## config.mk

```make
export PLATFORM = sky130hd
export DESIGN_NAME = grq_div
export DESIGN_NICKNAME = d
export VERILOG_FILES = /design/src/rtl/core/grq_pkg.sv /design/src/rtl/core/grq_div.sv
export SDC_FILE = /design/constraint.sdc
export NUM_CORES = 1
export LEC_CHECK = 0
export CORE_MARGIN = 5
export CORE_UTILIZATION = 58
export DETAILED_ROUTE_END_ITERATION = 8
export DONT_BUFFER_PORTS = 1
export PLACE_DENSITY_LB_ADDON = 0.1
export SYNTH_ARGS = -nofsm -noshare
export SYNTH_HDL_FRONTEND = slang
export SYNTH_SLANG_ARGS = --single-unit
```

## constraint.sdc

```tcl
create_clock -name clock -period 9 [get_ports clock]
set_clock_uncertainty 0.05 [all_clocks]
set_input_delay 1.35 -clock clock [delete_from_list [all_inputs] [get_ports clock]]
set_output_delay 1.35 -clock clock [all_outputs]
set_load 0.01 [all_outputs]
```

## src/rtl/core/grq_pkg.sv

```systemverilog
`timescale 1ns / 1ps
package grq_pkg;

   localparam int GRQ_MAX_COLS = 64;
   localparam int VALUE_W      = 32;
   localparam int FRAC_BITS    = 16;
   localparam int CODE_W       = 16;
   localparam int IDX_W        = 6;
   localparam int CSR_DATA_W   = 7;
   localparam int BITS_W       = 5;
   localparam int MAX_BITS     = 16;
   localparam int QUEUE_DEPTH  = 4;
   localparam int DIV_NUM_W    = 50;
   localparam int DIV_DEN_W    = 34;

   typedef enum logic [1:0] {
      CSR_QUANT_BITS = 2'd0,
      CSR_PROPAGATE  = 2'd1,
      CSR_PREFIX     = 2'd2,
      CSR_COLUMNS    = 2'd3
   } csr_index_type;

   typedef struct packed {
      logic                    write_en;
      csr_index_type           index;
      logic [CSR_DATA_W-1:0]   data;
   } csr_write_type;

   typedef enum logic {
      OP_FACTOR = 1'b0,
      OP_WEIGHT = 1'b1
   } op_kind_type;

   typedef struct packed {
      op_kind_type                kind;
      logic                       write_en;
      logic                       row_end;
      logic [IDX_W-1:0]           row_index;
      logic [IDX_W-1:0]           col_index;
      logic signed [VALUE_W-1:0]  data_value;
   } queue_entry_type;

   typedef struct packed {
      logic                        start;
      logic signed [DIV_NUM_W-1:0] num;
      logic signed [DIV_DEN_W-1:0] den;
   } div_req_type;

   typedef enum logic [4:0] {
      ST_IDLE,
      ST_SCAN_RD,
      ST_SCAN_CMP,
      ST_GRID,
      ST_Q_RD,
      ST_Q_CHK,
      ST_Q_MUL1,
      ST_Q_DIV1,
      ST_Q_WAIT1,
      ST_Q_MUL2,
      ST_Q_DIV2,
      ST_Q_WAIT2,
      ST_Q_WRITE,
      ST_E_DIV,
      ST_E_WAIT,
      ST_U_RD,
      ST_U_MUL,
      ST_U_UPD,
      ST_Q_NEXT,
      ST_OUT_RD,
      ST_OUT_SEND
   } back_state_type;

   function automatic logic signed [VALUE_W-1:0] sat_value(input logic signed [63:0] v);
      logic signed [63:0] vmax;
      logic signed [63:0] vmin;
      vmax = (64'sd1 <<< (VALUE_W - 1)) - 64'sd1;
      vmin = -vmax - 64'sd1;
      if (v > vmax) begin
         return vmax[VALUE_W-1:0];
      end else if (v < vmin) begin
         return vmin[VALUE_W-1:0];
      end
      return v[VALUE_W-1:0];
   endfunction

endpackage

```

## src/rtl/core/grq_div.sv

```systemverilog
`timescale 1ns / 1ps
module grq_div (
   input  logic                                clock,
   input  logic                                reset,
   input  grq_pkg::div_req_type                req,
   output logic                                busy,
   output logic                                done,
   output logic signed [grq_pkg::DIV_NUM_W:0]  quot
);
   import grq_pkg::*;

   localparam int CNT_W = $clog2(DIV_NUM_W + 1);
   localparam int MAG_W = DIV_DEN_W - 1;

   logic                  busy_ff;
   logic                  done_ff;
   logic [CNT_W-1:0]      cnt_ff;
   logic                  neg_ff;
   logic [DIV_NUM_W-1:0]  quo_ff;
   logic [MAG_W-1:0]      den_ff;
   logic [MAG_W-1:0]      rem_ff;

   logic [DIV_NUM_W-1:0]  num_mag;
   logic [MAG_W-1:0]      den_mag;
   logic [DIV_DEN_W-1:0]  den_abs;
   logic [DIV_NUM_W-1:0]  num_abs;
   logic [MAG_W:0]        trial;
   logic                  fits;

   assign num_abs = req.num[DIV_NUM_W-1] ? DIV_NUM_W'(-req.num) : DIV_NUM_W'(req.num);
   assign den_abs = req.den[DIV_DEN_W-1] ? DIV_DEN_W'(-req.den) : DIV_DEN_W'(req.den);
   assign den_mag = den_abs[MAG_W-1:0];
   // bias by half the divisor so that the floor quotient rounds to nearest
   assign num_mag = num_abs + DIV_NUM_W'(den_mag >> 1);

   assign trial = {rem_ff, quo_ff[DIV_NUM_W-1]};
   assign fits  = trial >= {1'b0, den_ff};

   assign busy = busy_ff;
   assign done = done_ff;
   assign quot = neg_ff ? -$signed({1'b0, quo_ff}) : $signed({1'b0, quo_ff});

   always_ff @(posedge clock) begin
      if (reset) begin
         busy_ff <= 1'b0;
         done_ff <= 1'b0;
         cnt_ff  <= '0;
      end else begin
         done_ff <= 1'b0;
         if (req.start) begin
            busy_ff <= 1'b1;
            cnt_ff  <= CNT_W'(DIV_NUM_W);
         end else if (busy_ff) begin
            cnt_ff <= cnt_ff - 1'b1;
            if (cnt_ff == CNT_W'(1)) begin
               busy_ff <= 1'b0;
               done_ff <= 1'b1;
            end
         end
      end
   end

   always_ff @(posedge clock) begin
      if (req.start) begin
         neg_ff <= req.num[DIV_NUM_W-1] ^ req.den[DIV_DEN_W-1];
         quo_ff <= num_mag;
         den_ff <= den_mag;
         rem_ff <= '0;
      end else if (busy_ff) begin
         rem_ff <= fits ? MAG_W'(trial - {1'b0, den_ff}) : trial[MAG_W-1:0];
         quo_ff <= {quo_ff[DIV_NUM_W-2:0], fits};
      end
   end

endmodule

```

# Yosys cells after proc, flatten, opt, wreduce, memory -nomap -nowiden
# Index checks and enable logic that the tools add are counted.
# word_totals
register_bits	125
# op_classes
add_sub_neg	6
magnitude_cmp	1
n_eq_ne	1
muxes	12
bitwise_logic	2
reduce_logical	3
# op_table
op	n
50-bit two-way mux	3
33-bit two-way mux	2
51-bit two-way mux	1
50-bit negator with 51-bit output	1
50-bit by 32-bit adder with 50-bit output	1
50-bit negator	1
34-bit by 33-bit >= comparator with 1-bit output	1
33-bit negator	1
33-bit subtractor	1
6-bit two-way mux	2
6-bit by 1-bit equality test with 1-bit output, second input constant	1
6-bit by 1-bit subtractor with 6-bit output, second input constant	1
1-bit two-way mux	4
3-bit OR reduction	1
2-bit nonzero test	1
2-bit OR reduction	1
1-bit NOT	1
1-bit XOR	1

# Longest topological paths before layout
# Gate-level depths: netlist of run 1.
# logic_depth
depth_word	4
depth_mapped	17
ltp_nobuf	17

# Worst setup path after synthesis of run 1
# No wires, ideal clock.
# synth_timing
kind	input-to-reg
from	input req[5] (netlist bit)
to	register quo_ff[39], data pin
setup_ns	0.256
arrival_ns	5.453
t_required_ns	8.694
setup_slack_ns	3.242
cell_stages	15
path_buffers	0
path_cell_list	or4_1 > or4_1 > or3_1 > or3_1 > o31ai_1 > xnor2_1 > ha_1 > a21o_1 > a21o_1 > a21oi_1 > o21ai_0 > a21oi_1 > a21oi_1 > a21o_1 > a31o_2
# synth_between
elab_chain_len	4
# synth_lines
item	line_no	text
start, declared	grq_div.sv:5	input grq_pkg::div_req_type req,
33-bit negator	grq_div.sv:31	assign den_abs = req.den[DIV_DEN_W-1] ? DIV_DEN_W'(-req.den) : DIV_DEN_W'(req.den);
33-bit two-way mux	grq_div.sv:31	
via den_abs[29]	grq_div.sv:25	logic [DIV_DEN_W-1:0] den_abs;
50-bit by 32-bit adder with 50-bit output	grq_div.sv:34	assign num_mag = num_abs + DIV_NUM_W'(den_mag >> 1);
50-bit two-way mux	grq_div.sv:64	if (req.start) begin
end signal, assigned	grq_div.sv:66	quo_ff <= num_mag;
end signal, assigned	grq_div.sv:71	quo_ff <= {quo_ff[DIV_NUM_W-2:0], fits};
end, declared	grq_div.sv:19	logic [DIV_NUM_W-1:0] quo_ff;
# The timed path passes the listed nets, and every way through them passes these cells.
# A chain may end at the register's enable or synchronous reset.

# Worst setup path after layout of run 1
# layout_timing
from	input req[5] (netlist bit)
to	register quo_ff[41], data pin
# The elaborated chain is that of the path after synthesis.

==> summary.md, run 1 <==
| Metric | Value |
|---|---|
| Run status | finished clean |
| Comb power frac | 35.9% |
| Gate count of the mapped netlist | 1356 |
| Hold_buf cts | 0 |
| Clock Tree Buf Depth | 2 |
| Clk sinks | 125 |
| H-tree depth | 4 |
| Port buffer count | 0 |
| Layout Nets | 1481 |
| Post-synthesis xor/xnor area fraction | 14.0% |
| Int Pwr | 1510 µW |
| Fmax | 0.164 GHz |
| Worst ir drop on vdd | 0.000112 V |
| Post-synth top area share | 21.4% |
| Simple-Gate Fraction of Synth Area | 17.9% |
| First-pass GRT wire length | 51.2 mm |
| Post-synthesis adder-cell area fraction | 7.76% |
| Largest net degree at the start of global routing | 128 |
| Via Count | 10400 |
| I/O pin count | 140 |
| Die ar. | 0.0233 mm² |
| Fin Setup TNS | 0 ns |
| Synth unique cells | 79 |
| Sw frac | 36.3% |
| RSZ-0062 raised after global routing | false |
| Most Used Layer, Global Route | met2 |
| Dominant synthesized flop cell | edfxtp_1 |
| Detailed-route wire length | 32.0 mm |
| Worst-path clk slew | 0.06 ns |
| Vias in the first global route | 9569 |
| Post-Syn Area per Cell | 8.70 µm² |
| Layout cell share with drive strength beyond 1 | 7.79% |
| Core Area | 0.0201 mm² |
| Drt drc | 0 |
| Max-slew violations | 0 |
| Async SR Flop Fraction | 0% |
| Worst path required time | 9.12 ns |
| Post-synth EDFFs | 84 |
| Max cap viols | 0 |
| Met1 Use GR | 36.9% |
| Routability cong. | 0.907 |
| Crit path max fanout | 6 |
| Setup repair bufs after CTS | 0 |
| TritonCTS Buffers | 17 |
| Cell row count | 52 |
| GR Layer Usage met2 | 42.4% |
| Most frequent cells in the layout | xnor2_1 (150), nand2_1 (107), nor2_1 (87), o21ai_0 (87), edfxtp_1 (84) |
| Antenna Nets Post-Route | 0 |
| Worst Setup End Kind | flop |
| Chip height | 153 µm |
| DR vias/cell | 6.45 |
| # resized after CTS | 0 |
| Grt ovf | 0 |
| Leak | 0.00461 µW |
| Fin. Hold Viols | 0 |
| Mux cell area share after synthesis | 4.58% |
| Most common cell after layout, fill and taps aside | xnor2_1 |
| Final setup vio count | 0 |
| Initial core utilization | 58.7% |
| Placed cell areas | 0.0120 mm² |
| Synth Area in Compound Gates | 23.5% |
| Worst Path Class, Setup | primary input to flop |
| Antenna Cells | 0 |
| Sequential power share | 34.6% |
| Main combinational cell family by area after synthesis | compound AO/OA/AOI/OAI gates |
| Tmin final | 6.10 ns |
| Register area share after synthesis | 28.3% |
| Tightest Pin Transition | 1.08 ns |
| Drt first pass iters | 7 |
| Period utilization | 67.8% |
| Mapped Nets | 1515 |
| Hpwl dp | 24.1 mm |
| Root Buffer Master | clkbuf_16 |
| Final core utilization | 62.3% |
| Arr. time, crit path | 6.22 ns |
| CTS tree | done |
| Slew HR | 27.9% |
| Total Routing Usage GR | 26.8% |
| Ys Warns | 0 |
| Area leader, netlist | edfxtp_1 |
| P&R area growth vs syn | 6.20% |
| Clk pwr share | 29.5% |
| Worst hold-check path type | flop to flop |
| Net Sw Power | 857 µW |
| Startpoint types | primary input |
| M3 GR Usage | 6.65% |
| Initial antenna violation count | 0 |
| Mapped cell area | 0.0118 mm² |
| DRC marker count from the first detailed-route iteration | 741 |
| Chip width | 153 µm |
| Clock latency at the later pin of the worst-skew pair | 0.43 ns |
| Fin area | 0.0125 mm² |
| Synth area leaders | edfxtp_1 (21%), xnor2_1 (11%), ha_1 (7.4%) |
| Routed len/inst | 20.0 µm |
| PD cells | 189 mW/mm² |
| Filler Cell Count | 1784 |
| Synthesized flop and latch total | 125 |
## power groups by stage
stage                     clock (µW)  combinational [µW]  sequential [µW]
final                            697                 849              817
after global routing             732                 935              829
after global placement             0                 828              822
after detailed placement           0                 833              826
after floorplan                    0                 702              795
after CTS                        706                 842              815
## cells in the mapped netlist (all sizes together) (7+ instances only)
cell type,instances
o41ai,24
a311oi,7
xor2,37
or3,30
inv,64
clkbuf,44
xnor2,151
mux2,32
a211oi,28
nand2,108
and3,12
o21ai,89
nand4,13
dfxtp,41
o21a,14
nor3,24
a21o,27
buf,13
and2,8
ha,70
or4,26
a31oi,13
nor2,87
nand3,23
edfxtp,84
a21oi,77
mux2i,18
o31ai,46
a21boi,7
nor2b,14
nor4,16
nand2b,15
## through the flow
step | setup slack [ns] | instances | power, µW | hold WS [ns]
after floorplan | 3.24 | 1356 | 1500 | 0.406
after global placement | 2.68 | 1573 | 1650 | 0.419
after detailed placement | 2.54 | 1573 | 1660 | 0.425
after CTS | 3.00 | 1605 | 2360 | 0.434
after global routing | 2.67 | 1605 | 2500 | 0.458
final | 2.90 | 1605 | 2360 | 0.441
## layer usage
metal	wire (µm)	vias up
li1	-	5046
met1	14300	4892
met2	14700	369
met3	2370	46
met4	708	0
met5	0	-
## worst paths after layout
kind	from	end	slack, ns	cells after the start
setup / recovery	req[5]	quo_ff[41]	2.90	15
hold / removal	rem_ff[24]	rem_ff[24]	0.44	2
setup reg to reg	quo_ff[49]	rem_ff[27]	4.75	13
hold reg to reg	rem_ff[24]	rem_ff[24]	0.44	2
## cell families after synthesis
| family | after synthesis |
|---|---|
| DFF | 125 |
| adders and majority gates | 72 |
| buffers and inverters | 121 |
| muxes | 50 |
| AOI/OAI and AO/OA | 401 |
| xor gates and xnor gates | 188 |
| and+or+nand+nor | 399 |
## worst max-delay path: stages
cell,delay (ns)
or4_1,0.58
or4_1,0.57
or3_1,0.41
or3_1,0.47
o31ai_1,0.34
xnor2_1,0.22
ha_1,0.33
a21o_1,0.21
a21o_1,0.17
a21oi_1,0.16
o21ai_0,0.11
a21oi_1,0.61
a21oi_2,0.22
xnor2_1,0.18
mux2_2,0.26
## sequential cells by signal (all words and copies together), names as in the netlist
name / count
busy: 1
cnt_ff: 6
den_ff: 33
done: 1
neg_ff: 1
quo_ff: 50
rem_ff: 33
## layout make-up
type / instances / area, µm² / area share (%)
multi-input cells: 1110 / 8000 / 63.8
flip-flops and latches: 125 / 3340 / 26.7
clock buffers: 19 / 443 / 3.53
well taps: 270 / 338 / 2.70
inverters: 64 / 240 / 1.92
clock inverters: 13 / 138 / 1.10
repair buffers: 4 / 30.0 / 0.240
Note: power is estimated with default switching activity, not from simulation.
==> run 2, diff against run 1 <==
--- a/config.mk
+++ b/config.mk
@@ -5,6 +5,7 @@
 export SDC_FILE = /design/constraint.sdc
 export NUM_CORES = 1
 export LEC_CHECK = 0
+export ABC_AREA = 1
 export CORE_MARGIN = 5
 export CORE_UTILIZATION = 58
 export DETAILED_ROUTE_END_ITERATION = 8
==> constraint.sdc (replaced) <==
create_clock -name clock -period 6.2 [get_ports clock]
set_clock_uncertainty 0.05 [all_clocks]
set_input_delay 0.93 -clock clock [delete_from_list [all_inputs] [get_ports clock]]
set_output_delay 0.93 -clock clock [all_outputs]
set_load 0.01 [all_outputs]
==> summary.md, run 2 <==
| Metric | Value |
|---|---|
| Run status | finished clean |
| Synth area leaders | edfxtp_1 (19%), nand2_1 (12%), xor2_1 (7.4%) |
| Worst-path clk slew | 0.07 ns (about the same) |
| Cell row count | 54 (+3.8%) |
| Initial antenna violation count | 1 (+1) |
| Slowest cell on crit path | ha_1 |
| Drt drc | 0 (unchanged) |
| Worst Setup End Kind | flop |
| DRC marker count from the first detailed-route iteration | 1138 (+54%) |
| Period utilization | 75.1% |
| TritonCTS Buffers | 17 (unchanged) |
| Worst Setup SP | req[0] |
| Post-Syn Area per Cell | 6.98 µm² (-20%) |
| Dominant synthesized flop cell | edfxtp_1 |
| Post-synth top area share | 19.4% (-1.9 points) |
| Clk sinks | 125 (unchanged) |
| Mapped Nets | 2019 (+33%) |
| Post-synth EDFFs | 84 (unchanged) |
| Layout cell share with drive strength beyond 1 | 10.0% (+2.2 points) |
| Filler Cell Count | 2053 (+15%) |
| Clock latency at the later pin of the worst-skew pair | 0.43 ns (about the same) |
| Leak | 0.00603 µW (+31%) |
| Mapped cell area | 0.0130 mm² (+10%) |
| Top Registers | quo_ff (50), den_ff (33), rem_ff (33) |
| Gate count of the mapped netlist | 1860 (+37%) |
| Detailed-route wire length | 38.1 mm (+19%) |
| Clock Tree Buf Depth | 2 (unchanged) |
| Die ar. | 0.0255 mm² (+9.3%) |
| Setup slack, reg-to-reg | 2.09 ns (-2.66 ns) |
| Total Routing Usage GR | 29.3% (+2.5 points) |
| Max-slew violations | 0 (unchanged) |
| Area leader, netlist | edfxtp_1 |
| Max reg flops | 50 (unchanged) |
| Max cap viols | 0 (unchanged) |
| Metal1 wirelength | 18.2 mm (+27%) |
| Worst Path Class, Setup | primary input to flop |
| Antenna Nets Post-Route | 0 (unchanged) |
| Most flops, register | quo_ff |
| Routed len/inst | 17.8 µm (-11%) |
| CP top delay family | simple AND/OR/NAND/NOR gates |
| DR WL met3 | 3.67 mm (+55%) |
| I/O pin count | 140 (unchanged) |
| Commonest cells in the netlist | nand2_1 (432), nor2_1 (217), inv_1 (197) |
| Most frequent cells in the layout | nand2_1 (432), nor2_1 (215), inv_1 (196) |
| Setup repair bufs after CTS | 0 (unchanged) |
| Synthesized flop and latch total | 125 (unchanged) |
| Vias in the first global route | 11300 (+18%) |
| Async SR Flop Fraction | 0% (unchanged) |
| Initial core utilization | 59.1% (+0.42 points) |
| Largest net degree at the start of global routing | 82 (-36%) |
| Chip height | 160 µm (+4.6%) |
| First-pass GRT wire length | 60.4 mm (+18%) |
| Via Count | 12200 (+18%) |
| Hpwl dp | 30.9 mm (+28%) |
| Critical R2R Launch | quo_ff[49] |
| PD cells | 235 mW/mm² (+25%) |
| Fmax | 0.215 GHz |
| Worst path required time | 6.30 ns (-2.82 ns) |
| Worst ir drop on vdd | 0.000169 V (+51%) |
| Arr. time, crit path | 4.76 ns (-1.46 ns) |
| Startpoint types | primary input |
| Tmin final | 4.66 ns |
| Buffers and inverters on the worst path | 4 (+4) |
| Most common cell after layout, fill and taps aside | nand2_1 |
| Drt first pass iters | 5 (-2) |
| # resized after CTS | 0 (unchanged) |
| Final setup vio count | 0 (unchanged) |
| Worst hold-check path type | flop to flop |
| CTS tree | done |
| DR vias/cell | 5.72 (-11%) |
| Fin Setup TNS | 0 ns (unchanged) |
| Fin. Hold Viols | 0 (unchanged) |
| Hold_buf cts | 0 (unchanged) |
| Hold Path Origin | rem_ff[22] |
| P&R area growth vs syn | 6.20% (about the same) |
| RSZ-0062 raised after global routing | false |
| WHS | 0.425 ns (-0.0162 ns) |
| Ys Warns | 0 (unchanged) |
| Met2 wire length | 15.5 mm (+6.0%) |
| Grt ovf | 0 (unchanged) |
| Synth unique cells | 61 (-23%) |
| Tightest Pin Transition | 1.00 ns (-0.0788 ns) |
| Count leader, synth | nand2_1 |
| Slew HR | 32.6% (+4.7 points) |
| Crit path cell chain | inv_1 > ha_1 > nand3_1 > nor3_1 > nand3_1 > nor3_1 > nand2_1 > nor3_1 > a31oi_1 > a21oi_1 > xnor2_1 > ha_1 > nand2_1 > nor2_1 > inv_1 > nor2_1 > nand3_1 > o21ai_1 > inv_1 > o21ai_2 > inv_2 > nor2_1 > xor2_1 > o21ai_1 |
| Port buffer count | 0 (unchanged) |
| Crit-path max cell delay | 0.40 ns (-0.21 ns) |
| Antenna Cells | 0 (unchanged) |
| Crit path max fanout | 5 (-1) |
| Highest Signal Layer | met5 |
| H-tree depth | 4 (unchanged) |
| Routability cong. | 0.968 (+6.7%) |
| Core Area | 0.0220 mm² (+9.2%) |
| Chip width | 160 µm (+4.6%) |
| Register area share after synthesis | 25.8% (-2.6 points) |
| Layout Nets | 2006 (+35%) |
| Root Buffer Master | clkbuf_16 |
-- run 2: cell count changes after synthesis, sizes merged, moves of 24 or more --
| cell | previous run | this run |
|---|---|---|
| xor2 | 37 | 111 |
| inv | 64 | 213 |
| or3 | 30 | 1 |
| o211ai | 6 | 30 |
| or4 | 26 | 0 |
| nor2 | 87 | 245 |
| o31ai | 46 | 8 |
| mux2 | 32 | 0 |
| nand3 | 23 | 107 |
| xnor2 | 151 | 71 |
| a211oi | 28 | 1 |
| nand2 | 108 | 476 |
-- run 2: area by class of cell --
cell class / count / area [µm²] / share of cell area (%)
Sequential cell: 125 / 3340 / 24.3
Timing Repair Buffer: 7 / 52.6 / 0.381
Inverter: 217 / 816 / 5.92
Tap cell: 280 / 350 / 2.54
Clock buffer: 17 / 425 / 3.09
Multi-Input combinational cell: 1479 / 8630 / 62.6
Clock inverter: 15 / 173 / 1.25
-- run 2: metrics by stage --
step,setup slack (ns),instances,instance area [µm²],total power (µW),utilization (%)
floorplan,1.90,1860,13000,1930,-
global placement,1.27,2108,13200,2200,60.1
detailed placement,1.19,2108,13200,2210,60.1
CTS,1.62,2140,13800,3240,62.8
global route,1.08,2140,13800,3420,62.8
finish,1.54,2140,13800,3240,62.8
-- run 2: where the power goes --
| group | internal [µW] | total [µW] | switching, µW |
|---|---|---|---|
| Combinational | 359 | 1100 | 744 |
| Clock | 576 | 1020 | 447 |
| Sequential | 1020 | 1120 | 101 |
| Total | 1950 | 3240 | 1290 |
-- run 2: worst register-to-register path, cell delays in order (launching register included) --
cell and delay [ns]:
edfxtp_1 0.47, inv_1 0.16, ha_1 0.26, fa_1 0.42, o21ai_2 0.20, nand2_1 0.09
nand2_2 0.09, nand2_1 0.07, nand2_2 0.09, nand2_1 0.07, nand2_2 0.09, nand2_2 0.07
nand2_4 0.10, a21oi_4 0.10, o21ai_4 0.21, nand2_2 0.08, nand2_2 0.36, buf_4 0.64
nand3b_1 0.21, nand3_1 0.13, nand2_1 0.05
-- run 2: worst paths after layout --
check | end | cells past startpoint
worst max register to register | rem_ff[31] | 20
worst max-delay path | quo_ff[38] | 24
worst min register to register | rem_ff[22] | 2
worst min-delay path | rem_ff[22] | 2
-- run 2: kinds of logic (layout without fill, tap and decap cells) --
group,after synthesis,after routing,synth area share [%]
AO/OA/AOI/OAI,303,303,14.8
XOR/XNOR,182,182,12.4
adder cells (fa/ha/maj),72,72,7.06
buffers and inverters,256,256,7.87
flip-flops,125,125,25.8
AND/OR/NAND/NOR,922,922,32.1
-- run 2: per-layer routing --
layer,vias up,global-route usage [%]
li1,6144,-
met1,5518,44.3
met2,524,42.3
met3,47,6.73
met4,2,6.47
met5,-,0
