`src/rtl/core/grq_pkg.sv`:
```
`timescale 1ns / 1ps
package grq_pkg;

   localparam int GRQ_MAX_COLS = 64;
   localparam int VALUE_W      = 32;
   localparam int FRAC_BITS    = 16;
   localparam int CODE_W       = 16;
   localparam int IDX_W        = 6;
   localparam int CSR_DATA_W   = 7;
   localparam int BITS_W       = 5;
   localparam int MAX_BITS     = 16;
   localparam int QUEUE_DEPTH  = 4;
   localparam int DIV_NUM_W    = 50;
   localparam int DIV_DEN_W    = 34;

   typedef enum logic [1:0] {
      CSR_QUANT_BITS = 2'd0,
      CSR_PROPAGATE  = 2'd1,
      CSR_PREFIX     = 2'd2,
      CSR_COLUMNS    = 2'd3
   } csr_index_type;

   typedef struct packed {
      logic                    write_en;
      csr_index_type           index;
      logic [CSR_DATA_W-1:0]   data;
   } csr_write_type;

   typedef enum logic {
      OP_FACTOR = 1'b0,
      OP_WEIGHT = 1'b1
   } op_kind_type;

   typedef struct packed {
      op_kind_type                kind;
      logic                       write_en;
      logic                       row_end;
      logic [IDX_W-1:0]           row_index;
      logic [IDX_W-1:0]           col_index;
      logic signed [VALUE_W-1:0]  data_value;
   } queue_entry_type;

   typedef struct packed {
      logic                        start;
      logic signed [DIV_NUM_W-1:0] num;
      logic signed [DIV_DEN_W-1:0] den;
   } div_req_type;

   typedef enum logic [4:0] {
      ST_IDLE,
      ST_SCAN_RD,
      ST_SCAN_CMP,
      ST_GRID,
      ST_Q_RD,
      ST_Q_CHK,
      ST_Q_MUL1,
      ST_Q_DIV1,
      ST_Q_WAIT1,
      ST_Q_MUL2,
      ST_Q_DIV2,
      ST_Q_WAIT2,
      ST_Q_WRITE,
      ST_E_DIV,
      ST_E_WAIT,
      ST_U_RD,
      ST_U_MUL,
      ST_U_UPD,
      ST_Q_NEXT,
      ST_OUT_RD,
      ST_OUT_SEND
   } back_state_type;

   function automatic logic signed [VALUE_W-1:0] sat_value(input logic signed [63:0] v);
      logic signed [63:0] vmax;
      logic signed [63:0] vmin;
      vmax = (64'sd1 <<< (VALUE_W - 1)) - 64'sd1;
      vmin = -vmax - 64'sd1;
      if (v > vmax) begin
         return vmax[VALUE_W-1:0];
      end else if (v < vmin) begin
         return vmin[VALUE_W-1:0];
      end
      return v[VALUE_W-1:0];
   endfunction

endpackage

```
`src/rtl/core/grq_queue.sv`:
```
`timescale 1ns / 1ps
module grq_queue (
   input  logic                      clock,
   input  logic                      reset,
   input  logic                      push,
   input  grq_pkg::queue_entry_type  push_entry,
   input  logic                      pop,
   output grq_pkg::queue_entry_type  pop_entry,
   output logic                      full,
   output logic                      empty
);
   import grq_pkg::*;

   localparam int PTR_W = $clog2(QUEUE_DEPTH);
   localparam int CNT_W = $clog2(QUEUE_DEPTH + 1);

   queue_entry_type   slot_ff [QUEUE_DEPTH];
   logic [PTR_W-1:0]  wr_ptr_ff;
   logic [PTR_W-1:0]  rd_ptr_ff;
   logic [CNT_W-1:0]  count_ff;

   assign full      = count_ff == CNT_W'(QUEUE_DEPTH);
   assign empty     = count_ff == '0;
   assign pop_entry = slot_ff[rd_ptr_ff];

   always_ff @(posedge clock) begin
      if (reset) begin
         wr_ptr_ff <= '0;
         rd_ptr_ff <= '0;
         count_ff  <= '0;
      end else begin
         if (push) begin
            wr_ptr_ff <= wr_ptr_ff + 1'b1;
         end
         if (pop) begin
            rd_ptr_ff <= rd_ptr_ff + 1'b1;
         end
         if (push && !pop) begin
            count_ff <= count_ff + 1'b1;
         end else if (pop && !push) begin
            count_ff <= count_ff - 1'b1;
         end
      end
   end

   always_ff @(posedge clock) begin
      if (push) begin
         slot_ff[wr_ptr_ff] <= push_entry;
      end
   end

endmodule

```
`config.mk`:
```
export PLATFORM = sky130hd
export DESIGN_NAME = grq_queue
export DESIGN_NICKNAME = d
export VERILOG_FILES = /design/src/rtl/core/grq_pkg.sv /design/src/rtl/core/grq_queue.sv
export SDC_FILE = /design/constraint.sdc
export NUM_CORES = 1
export LEC_CHECK = 0
export ABC_AREA = 1
export CAP_MARGIN = 20
export CORE_UTILIZATION = 42
export CTS_CLUSTER_DIAMETER = 80
export DETAILED_ROUTE_END_ITERATION = 10
export DONT_BUFFER_PORTS = 1
export GPL_TIMING_DRIVEN = 1
export PLACE_DENSITY = 0.68
export SLEW_MARGIN = 25
export SYNTH_ARGS = -nofsm -noshare
export SYNTH_HDL_FRONTEND = slang
export SYNTH_SLANG_ARGS = --single-unit
```
`constraint.sdc`:
```
create_clock -name clock -period 2.4 [get_ports clock]
set_input_delay 0.6 -clock clock [delete_from_list [all_inputs] [get_ports clock]]
set_output_delay 0.6 -clock clock [all_outputs]
set_load 0.02 [all_outputs]
```
# Word-level counts from Yosys, hierarchy flattened
# Memory sizes are Yosys's and may differ from the RTL's. A register that Yosys moved wholly into a read port is not among the register bits.
# Cells that the tools add are included.
[totals] register_bits=7 latch_bits=0 ramBits=188 mem_bits_ro=0 input_bits=51 out_inout_bits=49 elab_cells=21 mem_count=1
[classes] n_addsub=4 mul=0 n_div=0 magnitude_cmp=0 eq_ne=1 shifts=0 muxes=6 n_bitwise=0 reduce_logical=6
[memory_table] memory="slot_ff" words=4 word_bits=47 rd=1 rd_clocked_by_memory_dff=1 wr=1 line_no="grq_queue.sv:17" text="queue_entry_type slot_ff [QUEUE_DEPTH];"
[ops] operator="3-bit 2-to-1 mux" count=2
[ops] operator="2-bit by 1-bit adder with 2-bit output (second input constant)" count=2
[ops] operator="2-bit 2-to-1 mux" count=2
[ops] operator="3-bit by 1-bit adder with 3-bit output (second input constant)" count=1
[ops] operator="3-bit == test (second input constant)" count=1
[ops] operator="3-bit logical NOT" count=1
[ops] operator="3-bit by 1-bit subtractor with 3-bit output (second input constant)" count=1
[ops] operator="1-bit logical AND" count=2
[ops] operator="1-bit logical NOT" count=2
[ops] operator="1-bit 2-to-1 mux" count=2
[ops] operator="2-bit nonzero test" count=1

# Depth between registers and ports, before layout
# Gate-level depths: netlist of run 1.
[logic_depth] depth_word=4 mapped_depth=10 depth_no_buf=10

# Worst setup path before layout of run 1
# No wires, ideal clock.
[synth_path] kind="input port to flip-flop" from="input port push" to="memory slot_ff[2][0] (netlist name) (enable)" setup_ps=401 arrival_time_ps=1554 required_time_ps=1999 setup_slack_ps=445 stages=2 n_path_buf=0 cell_sequence="nand2_1 > inv_1"
[synth_via] elab_chain_cells=2
[synth_rtl] item="start, declared" line_no="grq_queue.sv:5" text="input logic push,"
[synth_rtl] item="1-bit 2-to-1 mux" line_no="grq_queue.sv:47" text="if (push) begin"
[synth_rtl] item="1-bit 2-to-1 mux (not written as such)" line_no="grq_queue.sv:48" text="slot_ff[wr_ptr_ff] <= push_entry;"
[synth_rtl] item="end, declared" line_no="grq_queue.sv:17"
# Every way passes these cells.

==> impl_metrics.prom, run 1 <==
# TYPE chip_impl_metric gauge
chip_impl_info{name="slowest_stage",value="dfxtp_4"} 1
chip_impl_info{name="critical_path.reg2reg.endpoint",value="slot_ff[0][14]$_DFFE_PP_"} 1
chip_impl_metric{name="synthesis.area_per_instance",unit="um2"} 15.3
chip_impl_metric{name="layout-area-overhead-vs-synth",unit="%"} 14.0
chip_impl_metric{name="cts_htree_levels",unit=""} 4
chip_impl_metric{name="max-cap-violations",unit=""} 0
chip_impl_metric{name="routabilityCongestion",unit=""} 0.710
chip_impl_metric{name="initialDrtViolationCount",unit=""} 323
chip_impl_metric{name="detail-route-antenna-nets",unit=""} 0
chip_impl_metric{name="setup_viol",unit=""} 0
chip_impl_metric{name="grt_pass1_vias",unit=""} 4402
chip_impl_metric{name="die_boundary_height",unit="um"} 138
chip_impl_metric{name="synth_unique_cells",unit=""} 24
chip_impl_metric{name="initial_antenna_violation_count",unit=""} 0
chip_impl_metric{name="critPathMaxStageDelay",unit="ps"} 380
chip_impl_info{name="clock_tree_from_tritoncts",value="done"} 1
chip_impl_metric{name="drive_gt1_share",unit="%"} 23.9
chip_impl_metric{name="fp-row-count",unit=""} 49
chip_impl_info{name="worstSetupEndpointType",value="output port"} 1
chip_impl_metric{name="hold-worst-slack",unit="ps"} 238
chip_impl_metric{name="maxClockFrequency",unit="MHz"} 434
chip_impl_metric{name="net-switching-power",unit="mW"} 1.80
chip_impl_metric{name="intPower",unit="mW"} 5.95
chip_impl_metric{name="p_leak",unit="nW"} 2.96
chip_impl_metric{name="ys_warns",unit=""} 0
chip_impl_metric{name="cts_made_buffers",unit=""} 17
chip_impl_metric{name="ys_async_sr_fraction",unit="%"} 0
chip_impl_metric{name="synth.top_cell.area_share",unit="%"} 72.2
chip_impl_metric{name="timing.critical_path.arrival",unit="ps"} 1700
chip_impl_info{name="setup_repair_after_global_routing_missed_its_margin",value="no"} 1
chip_impl_metric{name="finalSetupTns",unit="ps"} 0
chip_impl_metric{name="ctsLongestPathBuffers",unit=""} 2
chip_impl_metric{name="clockPowerShare",unit="%"} 38.5
chip_impl_metric{name="count_of_flip_flops_with_a_built_in_enable_after_synthesis",unit=""} 188
chip_impl_metric{name="max_slew.worst_pin.slew",unit="ps"} 630
chip_impl_metric{name="rr_worst_depth",unit=""} 5
chip_impl_metric{name="cts_sinks",unit=""} 197
chip_impl_metric{name="fraction_of_the_cycle_the_final_worst_path_needs",unit="%"} 96.0
chip_impl_metric{name="insertedDiodeCount",unit=""} 0
chip_impl_info{name="cts_root_buffer_type",value="clkbuf_16"} 1
chip_impl_info{name="netlist_top_cells_area",value="edfxtp_1 72%, o21ai_0 5.5%, o22ai_2 4.3%, nor2_4 3.9%, nor2_1 3.5%"} 1
chip_impl_info{name="violations",value="DRC"} 1
chip_impl_info{name="dominantRegCellSynth",value="edfxtp_1"} 1
chip_impl_metric{name="peakVddDrop",unit="mV"} 0.476
chip_impl_metric{name="seq_power_share",unit="%"} 51.2
chip_impl_metric{name="grt_pass1_wl",unit="mm"} 23.7
chip_impl_info{name="critical_path_class",value="reg -> out"} 1
chip_impl_metric{name="finalWirelength",unit="mm"} 15.0
chip_impl_metric{name="final.fill_count",unit=""} 1446
chip_impl_info{name="result_of_the_run",value="complete, but fails checks"} 1
chip_impl_metric{name="postCtsHoldBufs",unit=""} 0
chip_impl_metric{name="fp.coreArea",unit="um2"} 18100
chip_impl_metric{name="worst_max_slew_margin_expressed_relative_to_the_limit",unit="%"} 57.7
chip_impl_info{name="critical_path.startpoint_type",value="flop"} 1
chip_impl_metric{name="synth.ff_latch_count",unit=""} 197
chip_impl_metric{name="initial_core_util",unit="%"} 43.3
chip_impl_metric{name="power",unit="mW"} 7.75
chip_impl_metric{name="switching_share",unit="%"} 23.2
chip_impl_metric{name="layout.nets",unit=""} 597
chip_impl_metric{name="post-route-min-period",unit="ps"} 2300
chip_impl_metric{name="sequential_cell_area_in_the_final_layout",unit="um2"} 5830
chip_impl_metric{name="drc_errors",unit=""} 12
chip_impl_info{name="synthDominantAreaCellType",value="edfxtp_1"} 1
chip_impl_metric{name="wl_per_cell",unit="um"} 19.2
chip_impl_metric{name="globalRoute.totalOverflow",unit=""} 0
chip_impl_info{name="worstSetupEndpoint",value="pop_entry[40]"} 1
chip_impl_metric{name="clkLatencyLatePin",unit="ps"} 430
chip_impl_metric{name="grt_util_all_layers",unit="%"} 16.7
chip_impl_info{name="r2r_start",value="wr_ptr_ff[0]$_SDFFE_PP0P_"} 1
chip_impl_metric{name="pwr-share-comb",unit="%"} 10.3
chip_impl_metric{name="synth_fp_nets",unit=""} 570
chip_impl_metric{name="numPlacedInstances",unit=""} 750
chip_impl_metric{name="synth_seq_area_share",unit="%"} 74.5
chip_impl_info{name="final_common_cell",value="edfxtp_1"} 1
chip_impl_metric{name="die_area",unit="um2"} 19200
chip_impl_metric{name="io_buffer_count",unit=""} 0
chip_impl_info{name="worstHoldPathType",value="in -> reg"} 1
chip_impl_metric{name="hold_viol",unit=""} 0
chip_impl_metric{name="drt-vias-per-instance",unit=""} 5.34
chip_impl_info{name="worst_path_cell_trace",value="inv_8, buf_12, o21ai_0, o22ai_2"} 1
chip_impl_info{name="layout.cells.most_common_list",value="188 x edfxtp_1, 86 x o21ai_0, 73 x nor2_1"} 1
chip_impl_metric{name="routed-via-count",unit=""} 4178
chip_impl_metric{name="multi_input_area",unit="um2"} 1710
chip_impl_metric{name="power.density_cell_area",unit="nW/um2"} 869
chip_impl_metric{name="syn_area",unit="um2"} 7820
chip_impl_metric{name="post_synth_inst_count",unit=""} 513
chip_impl_metric{name="initial_drt_pass_iterations",unit=""} 7
chip_impl_metric{name="die_span_in_x",unit="um"} 138
chip_impl_metric{name="grt_start_max_net_pins",unit=""} 65
chip_impl_metric{name="slew_viol_final",unit=""} 0
chip_impl_metric{name="reg2reg_setup_slack",unit="ps"} 690
chip_impl_metric{name="critPathMaxFanout",unit=""} 32
chip_impl_metric{name="place_hpwl",unit="mm"} 8.92
chip_impl_metric{name="num_io_pins",unit=""} 100
chip_impl_metric{name="clk_pin_slew",unit="ps"} 70
chip_impl_metric{name="required",unit="ps"} 1800
chip_impl_metric{name="instances_no_fill",unit=""} 782
chip_impl_metric{name="worst_clock_skew",unit="ps"} 11.8
[worst max-delay path, delay by kind of cell (launching register included)]
family / cells / cell delay, ps
compound gates: 2 / 460
buf+inv: 2 / 410
flops: 1 / 380
[worst min-delay path by stage]
stage | from | slack, ps | cells after the start | to
6_report | reset | 240 | 1 | count_ff[0]$_SDFFE_PP0P_
2_1_floorplan | rd_ptr_ff[1]$_SDFFE_PP0P_ | 410 | 1 | flop
3_5_place_dp | rd_ptr_ff[1]$_SDFFE_PP0P_ | 440 | 1 | flop
4_1_cts | reset | 210 | 1 | count_ff[0]$_SDFFE_PP0P_
5_1_grt | reset | 220 | 1 | count_ff[0]$_SDFFE_PP0P_
3_3_place_gp | rd_ptr_ff[1]$_SDFFE_PP0P_ | 430 | 1 | flop
[power groups by stage]
stage	registers [mW]	logic (mW)	clock network, mW
after floorplan	4.04	0.576	0
after global placement	4.04	0.787	0
after detailed placement	4.05	0.805	0
after CTS	3.97	0.811	3.05
after global routing	3.98	0.861	3.18
final	3.97	0.795	2.99
[through the flow]
stage,util (%),setup slack [ps],instance area (um2)
3_5_place_dp,45.8,439,8280
3_3_place_gp,45.8,453,8280
6_report,49.3,95.6,8920
2_1_floorplan,-,445,7820
5_1_grt,49.3,7.18,8920
4_1_cts,49.3,28.2,8910
[synthesized netlist by cell type, types with 4 or more instances]
cell and instances:
buf_12 4, buf_2 12, buf_6 4, clkbuf_1 10, dfxtp_1 9, edfxtp_1 188, ha_1 5, inv_1 15
nand2_1 9, nor2_1 73, nor2_4 27, o21ai_0 86, o21ai_1 10, o22ai_1 20, o22ai_2 27
[what timing repair did]
action | in CTS | in global routing
buffers inserted | 0 | 0
endpoints found under the setup margin | 2 | 9
gates resized for setup | 2 | 2
[final cells by class]
cell class / instances / area share, %
Clock buffer: 20 / 4.89
Clock inverter: 12 / 2.13
Inverter: 17 / 0.799
Multi-Input combinational cell: 269 / 19.2
Sequential cell: 197 / 65.4
Tap cell: 229 / 3.21
Timing Repair Buffer: 38 / 4.45
[flip-flops by register name (all words and copies together), names as in the netlist, named ones only]
signal     count
slot_ff      188
count_ff       3
rd_ptr_ff      2
wr_ptr_ff      2
[metal layers]
metal | vias to the layer above | routed length, um | GRT usage, %
met5 | - | 0 | 0
li1 | 1954 | - | -
met2 | 129 | 7490 | 28.5
met4 | 0 | 318 | 8.22
met3 | 29 | 1130 | 5.72
met1 | 2066 | 6100 | 18.8
[logic make-up after synthesis]
group                    after synthesis  synth area share [%]
AND/OR/NAND/NOR                      113                  8.09
AO/OA/AOI/OAI                        149                  12.6
flip-flops                           197                  74.5
XOR/XNOR                               1                 0.112
buffers and inverters                 47                  3.69
adder cells (fa/ha/maj)                6                  1.06
Note: power is estimated with default switching activity, not from simulation.
==> run 2: changes to the inputs <==
==> constraint.sdc (replaced) <==
create_clock -name clock -period 2.4 [get_ports clock]
set_input_delay 0.6 -clock clock [delete_from_list [all_inputs] [get_ports clock]]
set_output_delay 0.6 -clock clock [all_outputs]
set_load 0.005 [all_outputs]
==> run 2 against run 1 <==
Effect of this change:
- the run still ends with DRC left
- hold slack better by 3.2 ps
- sequential power hardly changed
- die area stayed put
- first-iteration DRC count is 6.2% lower
- core utilization is 1.3 points lower
- combinational power is 29% lower
- clock skew is 1.1 ps lower
- largest cell class unchanged
==> impl_metrics.prom, run 2 (synthesis gave the netlist of run 1 again) <==
# TYPE chip_impl_metric gauge
chip_impl_info{name="worstSetupEndpointType",value="output port"} 1
chip_impl_info{name="worstSetupEndpoint",value="pop_entry[2]"} 1
chip_impl_metric{name="die_span_in_x",unit="um"} 138
chip_impl_metric{name="fp-row-count",unit=""} 49
chip_impl_metric{name="cts_htree_levels",unit=""} 4
chip_impl_metric{name="grt_pass1_wl",unit="mm"} 22.5
chip_impl_metric{name="initialDrtViolationCount",unit=""} 303
chip_impl_info{name="worstHoldPathType",value="in -> reg"} 1
chip_impl_metric{name="num_io_pins",unit=""} 100
chip_impl_metric{name="fp.coreArea",unit="um2"} 18100
chip_impl_metric{name="max-cap-violations",unit=""} 0
chip_impl_metric{name="layout-area-overhead-vs-synth",unit="%"} 11.1
chip_impl_info{name="result_of_the_run",value="complete, but fails checks"} 1
chip_impl_metric{name="worst_clock_skew",unit="ps"} 10.7
chip_impl_metric{name="drc_errors",unit=""} 12
chip_impl_metric{name="finalWirelength",unit="mm"} 14.6
chip_impl_info{name="violations",value="DRC"} 1
chip_impl_metric{name="insertedDiodeCount",unit=""} 0
chip_impl_metric{name="power.density_cell_area",unit="nW/um2"} 842
chip_impl_metric{name="wl_per_cell",unit="um"} 19.2
chip_impl_metric{name="reg2reg_setup_slack",unit="ps"} 760
chip_impl_info{name="critical_path.startpoint_type",value="flop"} 1
chip_impl_metric{name="drt-vias-per-instance",unit=""} 5.38
chip_impl_metric{name="die_boundary_height",unit="um"} 138
chip_impl_metric{name="routabilityCongestion",unit=""} 0.695
chip_impl_info{name="clock_tree_from_tritoncts",value="done"} 1
chip_impl_metric{name="final.fill_count",unit=""} 1521
chip_impl_metric{name="place_hpwl",unit="mm"} 8.75
chip_impl_metric{name="timing.critical_path.arrival",unit="ps"} 1670
chip_impl_metric{name="ctsLongestPathBuffers",unit=""} 2
chip_impl_metric{name="globalRoute.totalOverflow",unit=""} 0
chip_impl_metric{name="grt_util_all_layers",unit="%"} 15.8
chip_impl_metric{name="rr_worst_depth",unit=""} 5
chip_impl_metric{name="setup_viol",unit=""} 0
chip_impl_metric{name="worst_max_slew_margin_expressed_relative_to_the_limit",unit="%"} 68.8
chip_impl_metric{name="die_area",unit="um2"} 19200
chip_impl_metric{name="layout.nets",unit=""} 576
chip_impl_metric{name="initial_core_util",unit="%"} 43.3
chip_impl_metric{name="routed-via-count",unit=""} 4096
chip_impl_metric{name="post-route-min-period",unit="ps"} 2270
chip_impl_metric{name="p_leak",unit="nW"} 2.83
chip_impl_metric{name="peakVddDrop",unit="mV"} 0.478
chip_impl_metric{name="max_slew.worst_pin.slew",unit="ps"} 467
chip_impl_metric{name="sequential_cell_area_in_the_final_layout",unit="um2"} 5830
chip_impl_metric{name="detail-route-antenna-nets",unit=""} 0
chip_impl_metric{name="cts_made_buffers",unit=""} 17
chip_impl_metric{name="slew_viol_final",unit=""} 0
chip_impl_info{name="r2r_start",value="wr_ptr_ff[1]$_SDFFE_PP0P_"} 1
chip_impl_metric{name="required",unit="ps"} 1800
chip_impl_metric{name="multi_input_area",unit="um2"} 1710
chip_impl_info{name="critical_path_class",value="reg -> out"} 1
chip_impl_info{name="cts_root_buffer_type",value="clkbuf_16"} 1
chip_impl_metric{name="initial_antenna_violation_count",unit=""} 0
chip_impl_metric{name="drive_gt1_share",unit="%"} 20.9
chip_impl_info{name="setup_repair_after_global_routing_missed_its_margin",value="no"} 1
chip_impl_info{name="critical_path.reg2reg.endpoint",value="slot_ff[1][27]$_DFFE_PP_"} 1
chip_impl_metric{name="grt_start_max_net_pins",unit=""} 95
chip_impl_metric{name="hold-worst-slack",unit="ps"} 241
chip_impl_metric{name="layout_setup_ws",unit="ps"} 133
chip_impl_metric{name="fraction_of_the_cycle_the_final_worst_path_needs",unit="%"} 94.5
chip_impl_metric{name="post-place-ws",unit="ps"} 514
chip_impl_info{name="registers.top_by_ff_count",value="slot_ff"} 1
chip_impl_metric{name="clk_pin_slew",unit="ps"} 70
chip_impl_metric{name="initial_drt_pass_iterations",unit=""} 7
chip_impl_info{name="layout.cells.most_common_list",value="188 x edfxtp_1, 86 x o21ai_0, 73 x nor2_1"} 1
chip_impl_metric{name="maxClockFrequency",unit="MHz"} 441
chip_impl_info{name="top_regs",value="slot_ff: 188 flops, count_ff: 3 flops"} 1
chip_impl_info{name="final_common_cell",value="edfxtp_1"} 1
chip_impl_metric{name="largest_reg_flops",unit=""} 188
chip_impl_metric{name="finalSetupTns",unit="ps"} 0
chip_impl_metric{name="io_buffer_count",unit=""} 0
chip_impl_metric{name="grt_pass1_vias",unit=""} 4139
chip_impl_metric{name="hold_viol",unit=""} 0
chip_impl_metric{name="clkLatencyLatePin",unit="ps"} 420
chip_impl_metric{name="cts_sinks",unit=""} 197
chip_impl_metric{name="critPathMaxFanout",unit=""} 21
-- run 2: changes by cell type in the layout (fill, tap and decap cells not counted), sizes merged --
cell      before  now
buf           38   17
clkbuf        20   24
bufinv         4    1
inv           22   19
clkinv         1    2
clkinvlp       2    3
-- run 2: worst min path at each step --
stage                                     endpoint  cells past startpoint                 startpoint  slack, ps
after detailed placement                      flop                      1  rd_ptr_ff[1]$_SDFFE_PP0P_        430
after global routing      count_ff[0]$_SDFFE_PP0P_                      1                      reset        210
after CTS                 count_ff[0]$_SDFFE_PP0P_                      1                      reset        220
final                     count_ff[0]$_SDFFE_PP0P_                      1                      reset        240
after global placement                        flop                      1  rd_ptr_ff[1]$_SDFFE_PP0P_        430
after floorplan                               flop                      1  rd_ptr_ff[1]$_SDFFE_PP0P_        410
-- run 2: layout make-up --
cell class / instances / area share (%)
clock inverters: 8 / 1.04
inverters: 17 / 0.792
repair buffers: 17 / 2.33
clock buffers: 24 / 5.79
multi-input cells: 269 / 19.7
flip-flops and latches: 197 / 67.1
well taps: 229 / 3.30
-- run 2: layer usage --
metal  up-vias  GRT usage, %  part of all wire (%)
li1       1918             -                     -
met1      2054          18.1                    40
met4         0          7.27                   1.9
met3        18          4.99                   5.7
met5         -             0                     0
met2       106          27.3                    52
-- run 2: repair_timing --
item | in CTS | in global routing
gates resized for setup | 0 | 1
setup endpoints to repair | 0 | 7
hold endpoints to repair | 0 | 0
hold buffers | 0 | 0
buffers inserted | 0 | 0
-- run 2: metrics by stage --
| stage | instance area (um2) | utilization, % | power [mW] | cells |
|---|---|---|---|---|
| after global placement | 8100 | 44.8 | 4.60 | 729 |
| final | 8690 | 48.1 | 7.32 | 761 |
| after detailed placement | 8100 | 44.8 | 4.62 | 729 |
| after CTS | 8690 | 48.0 | 7.39 | 761 |
| after global routing | 8690 | 48.1 | 7.59 | 761 |
| after floorplan | 7820 | - | 4.48 | 513 |
-- run 2: where the power goes --
part | switching (mW) | internal (mW)
registers | 0.0489 | 3.92
clock network | 1.19 | 1.59
logic | 0.381 | 0.183
-- run 2: worst max-delay path, cell delays in order (launching register included) --
cell     delay (ps)
dfxtp_2         380
inv_2           330
buf_12          210
o21ai_0         130
o22ai_2         170
==> run 3: changes to the inputs <==
- CORE_ASPECT_RATIO: unset -> 1.25
- CORE_UTILIZATION: 42 -> 63
- PLACE_DENSITY: 0.68 -> 0.91
==> run 3 against run 2 <==
Effect of this change:
- the flow now finishes without violations
- combinational power fell by 0.7%
- sequential power barely moved
- design area is 2.0% lower
- count of clock-buffer cells in the layout fell by 5
- hold slack gained 0.89 ps
- clock skew fell by 4.3 ps
- worst setup slack improved by 20 ps
- core utilization is 22 points higher
- die area decreased by 33%
- critical endpoint is now pop_entry[19]
- largest power group unchanged
- highest routed layer unchanged
==> impl_metrics.prom, run 3 (synthesis gave the netlist of run 1 again) <==
# TYPE chip_impl_metric gauge
chip_impl_metric{name="grt_start_max_net_pins",unit=""} 95
chip_impl_info{name="top_regs",value="slot_ff: 188 flops, count_ff: 3 flops"} 1
chip_impl_metric{name="required",unit="ps"} 1800
chip_impl_info{name="layout.cells.most_common_list",value="188 x edfxtp_1, 86 x o21ai_0, 73 x nor2_1"} 1
chip_impl_info{name="setup_repair_after_global_routing_missed_its_margin",value="no"} 1
chip_impl_metric{name="initial_antenna_violation_count",unit=""} 0
chip_impl_metric{name="routabilityCongestion",unit=""} 0.738
chip_impl_metric{name="cts_made_buffers",unit=""} 17
chip_impl_metric{name="worst_max_slew_margin_expressed_relative_to_the_limit",unit="%"} 68.1
chip_impl_metric{name="cts-resized-gates",unit=""} 0
chip_impl_info{name="registers.top_by_ff_count",value="slot_ff"} 1
chip_impl_metric{name="maxClockFrequency",unit="MHz"} 445
chip_impl_info{name="critical_path.startpoint_type",value="flop"} 1
chip_impl_metric{name="p_leak",unit="nW"} 2.77
chip_impl_metric{name="wl_per_cell",unit="um"} 20.6
chip_impl_metric{name="finalSetupTns",unit="ps"} 0
chip_impl_info{name="worstSetupEndpointType",value="output port"} 1
chip_impl_metric{name="routed-via-count",unit=""} 4203
chip_impl_info{name="result_of_the_run",value="complete, no violations"} 1
chip_impl_metric{name="initial_core_util",unit="%"} 64.6
chip_impl_metric{name="drt-vias-per-instance",unit=""} 6.11
chip_impl_metric{name="timing.critical_path.arrival",unit="ps"} 1650
chip_impl_metric{name="insertedDiodeCount",unit=""} 0
chip_impl_info{name="clock_tree_from_tritoncts",value="done"} 1
chip_impl_metric{name="critPathMaxFanout",unit=""} 42
chip_impl_info{name="worstHoldPathType",value="in -> reg"} 1
chip_impl_metric{name="slew_viol_final",unit=""} 0
chip_impl_metric{name="cts.repair_timing.setup_buffer_count",unit=""} 0
chip_impl_metric{name="postCtsHoldBufs",unit=""} 0
chip_impl_metric{name="die_span_in_x",unit="um"} 102
chip_impl_metric{name="layout.nets",unit=""} 569
chip_impl_info{name="slowest_stage",value="buf_4"} 1
chip_impl_info{name="critical_path_class",value="reg -> out"} 1
chip_impl_metric{name="grt_util_all_layers",unit="%"} 23.2
chip_impl_metric{name="cts_sinks",unit=""} 197
chip_impl_info{name="worst_path_cell_trace",value="inv_4, buf_4, o21ai_0, o22ai_1"} 1
chip_impl_metric{name="critPathMaxStageDelay",unit="ps"} 410
chip_impl_metric{name="fp-row-count",unit=""} 45
chip_impl_metric{name="cts_htree_levels",unit=""} 4
chip_impl_metric{name="max-cap-violations",unit=""} 0
chip_impl_metric{name="place_hpwl",unit="mm"} 8.12
chip_impl_info{name="final_common_cell",value="edfxtp_1"} 1
chip_impl_metric{name="fp.coreArea",unit="um2"} 12100
chip_impl_metric{name="layout-area-overhead-vs-synth",unit="%"} 8.86
chip_impl_metric{name="drc_errors",unit=""} 0
chip_impl_metric{name="initial_drt_pass_iterations",unit=""} 5
chip_impl_metric{name="grt_pass1_vias",unit=""} 4433
chip_impl_info{name="cts_root_buffer_type",value="clkbuf_16"} 1
chip_impl_metric{name="hold_viol",unit=""} 0
chip_impl_metric{name="io_buffer_count",unit=""} 0
chip_impl_metric{name="largest_reg_flops",unit=""} 188
chip_impl_metric{name="drive_gt1_share",unit="%"} 18.9
chip_impl_metric{name="die_boundary_height",unit="um"} 127
chip_impl_metric{name="post-route-min-period",unit="ps"} 2250
chip_impl_metric{name="initialDrtViolationCount",unit=""} 263
chip_impl_metric{name="max_slew.worst_pin.slew",unit="ps"} 479
chip_impl_metric{name="fraction_of_the_cycle_the_final_worst_path_needs",unit="%"} 93.6
chip_impl_metric{name="worst_clock_skew",unit="ps"} 6.38
chip_impl_metric{name="clk_pin_slew",unit="ps"} 70
chip_impl_metric{name="place_area",unit="um2"} 7970
chip_impl_metric{name="setup_viol",unit=""} 0
chip_impl_metric{name="clkLatencyLatePin",unit="ps"} 420
chip_impl_metric{name="detail-route-antenna-nets",unit=""} 0
chip_impl_metric{name="finalWirelength",unit="mm"} 14.2
chip_impl_metric{name="globalRoute.totalOverflow",unit=""} 0
chip_impl_metric{name="num_io_pins",unit=""} 100
chip_impl_metric{name="ctsLongestPathBuffers",unit=""} 2
chip_impl_metric{name="fin_area",unit="um2"} 8520
chip_impl_metric{name="die_area",unit="um2"} 12900
chip_impl_metric{name="power.density_cell_area",unit="nW/um2"} 838
chip_impl_metric{name="hold-worst-slack",unit="ps"} 242
chip_impl_metric{name="grt_pass1_wl",unit="mm"} 21.6
chip_impl_metric{name="peakVddDrop",unit="mV"} 0.645
[run 3: changes by cell type in the layout (fill, tap and decap cells not counted), sizes merged]
cell	before	now
buf	17	10
clkbuf	24	19
clkinv	2	7
bufinv	1	2
clkinvlp	3	2
inv	19	18
[run 3: worst max-delay path, delay by kind of cell, from the launching register on]
kind,cells,cell delay (ps)
flops,1,350
buf+inv,2,470
compound gates,2,410
[run 3: final cells by class]
class	instances	area, um2
fill	751	3590
clock inverter	12	113
clock buffer	19	433
multi-input combinational	269	1710
inverter	17	66.3
sequential	197	5830
timing repair buffer	10	163
tap	164	205
[run 3: report_power, final]
group | switching, mW | internal (mW)
Combinational | 0.385 | 0.175
Sequential | 0.0489 | 3.93
Clock | 1.10 | 1.51
[run 3: metrics by stage]
step                      power [mW]  utilization, %  std cells  worst slack, ps
after CTS                       7.18            70.4        688              140
after detailed placement        4.61            65.9        657              589
final                           7.14            70.4        688              153
after floorplan                 4.48               -        513              445
after global routing            7.36            70.4        688             65.0
after global placement          4.57            65.9        657              657
[run 3: routing by layer]
layer	GRT usage (%)	up-vias	wire length, um	share of wire, %
li1	-	1898	-	-
met1	25.7	2117	5240	37
met2	39.1	167	7580	54
met3	8.65	21	1070	7.5
met4	11.3	0	265	1.9
met5	0	-	0	0
[run 3: worst paths after layout]
check / startpoint / end / slack, ps / depth (start not counted)
setup / recovery: flop / pop_entry[19] / 150 / 4
hold / removal: reset / count_ff[0]$_SDFFE_PP0P_ / 240 / 1
setup reg to reg: wr_ptr_ff[0]$_SDFFE_PP0P_ / slot_ff[0][4]$_DFFE_PP_ / 1060 / 5
hold reg to reg: rd_ptr_ff[1]$_SDFFE_PP0P_ / flop / 440 / 1
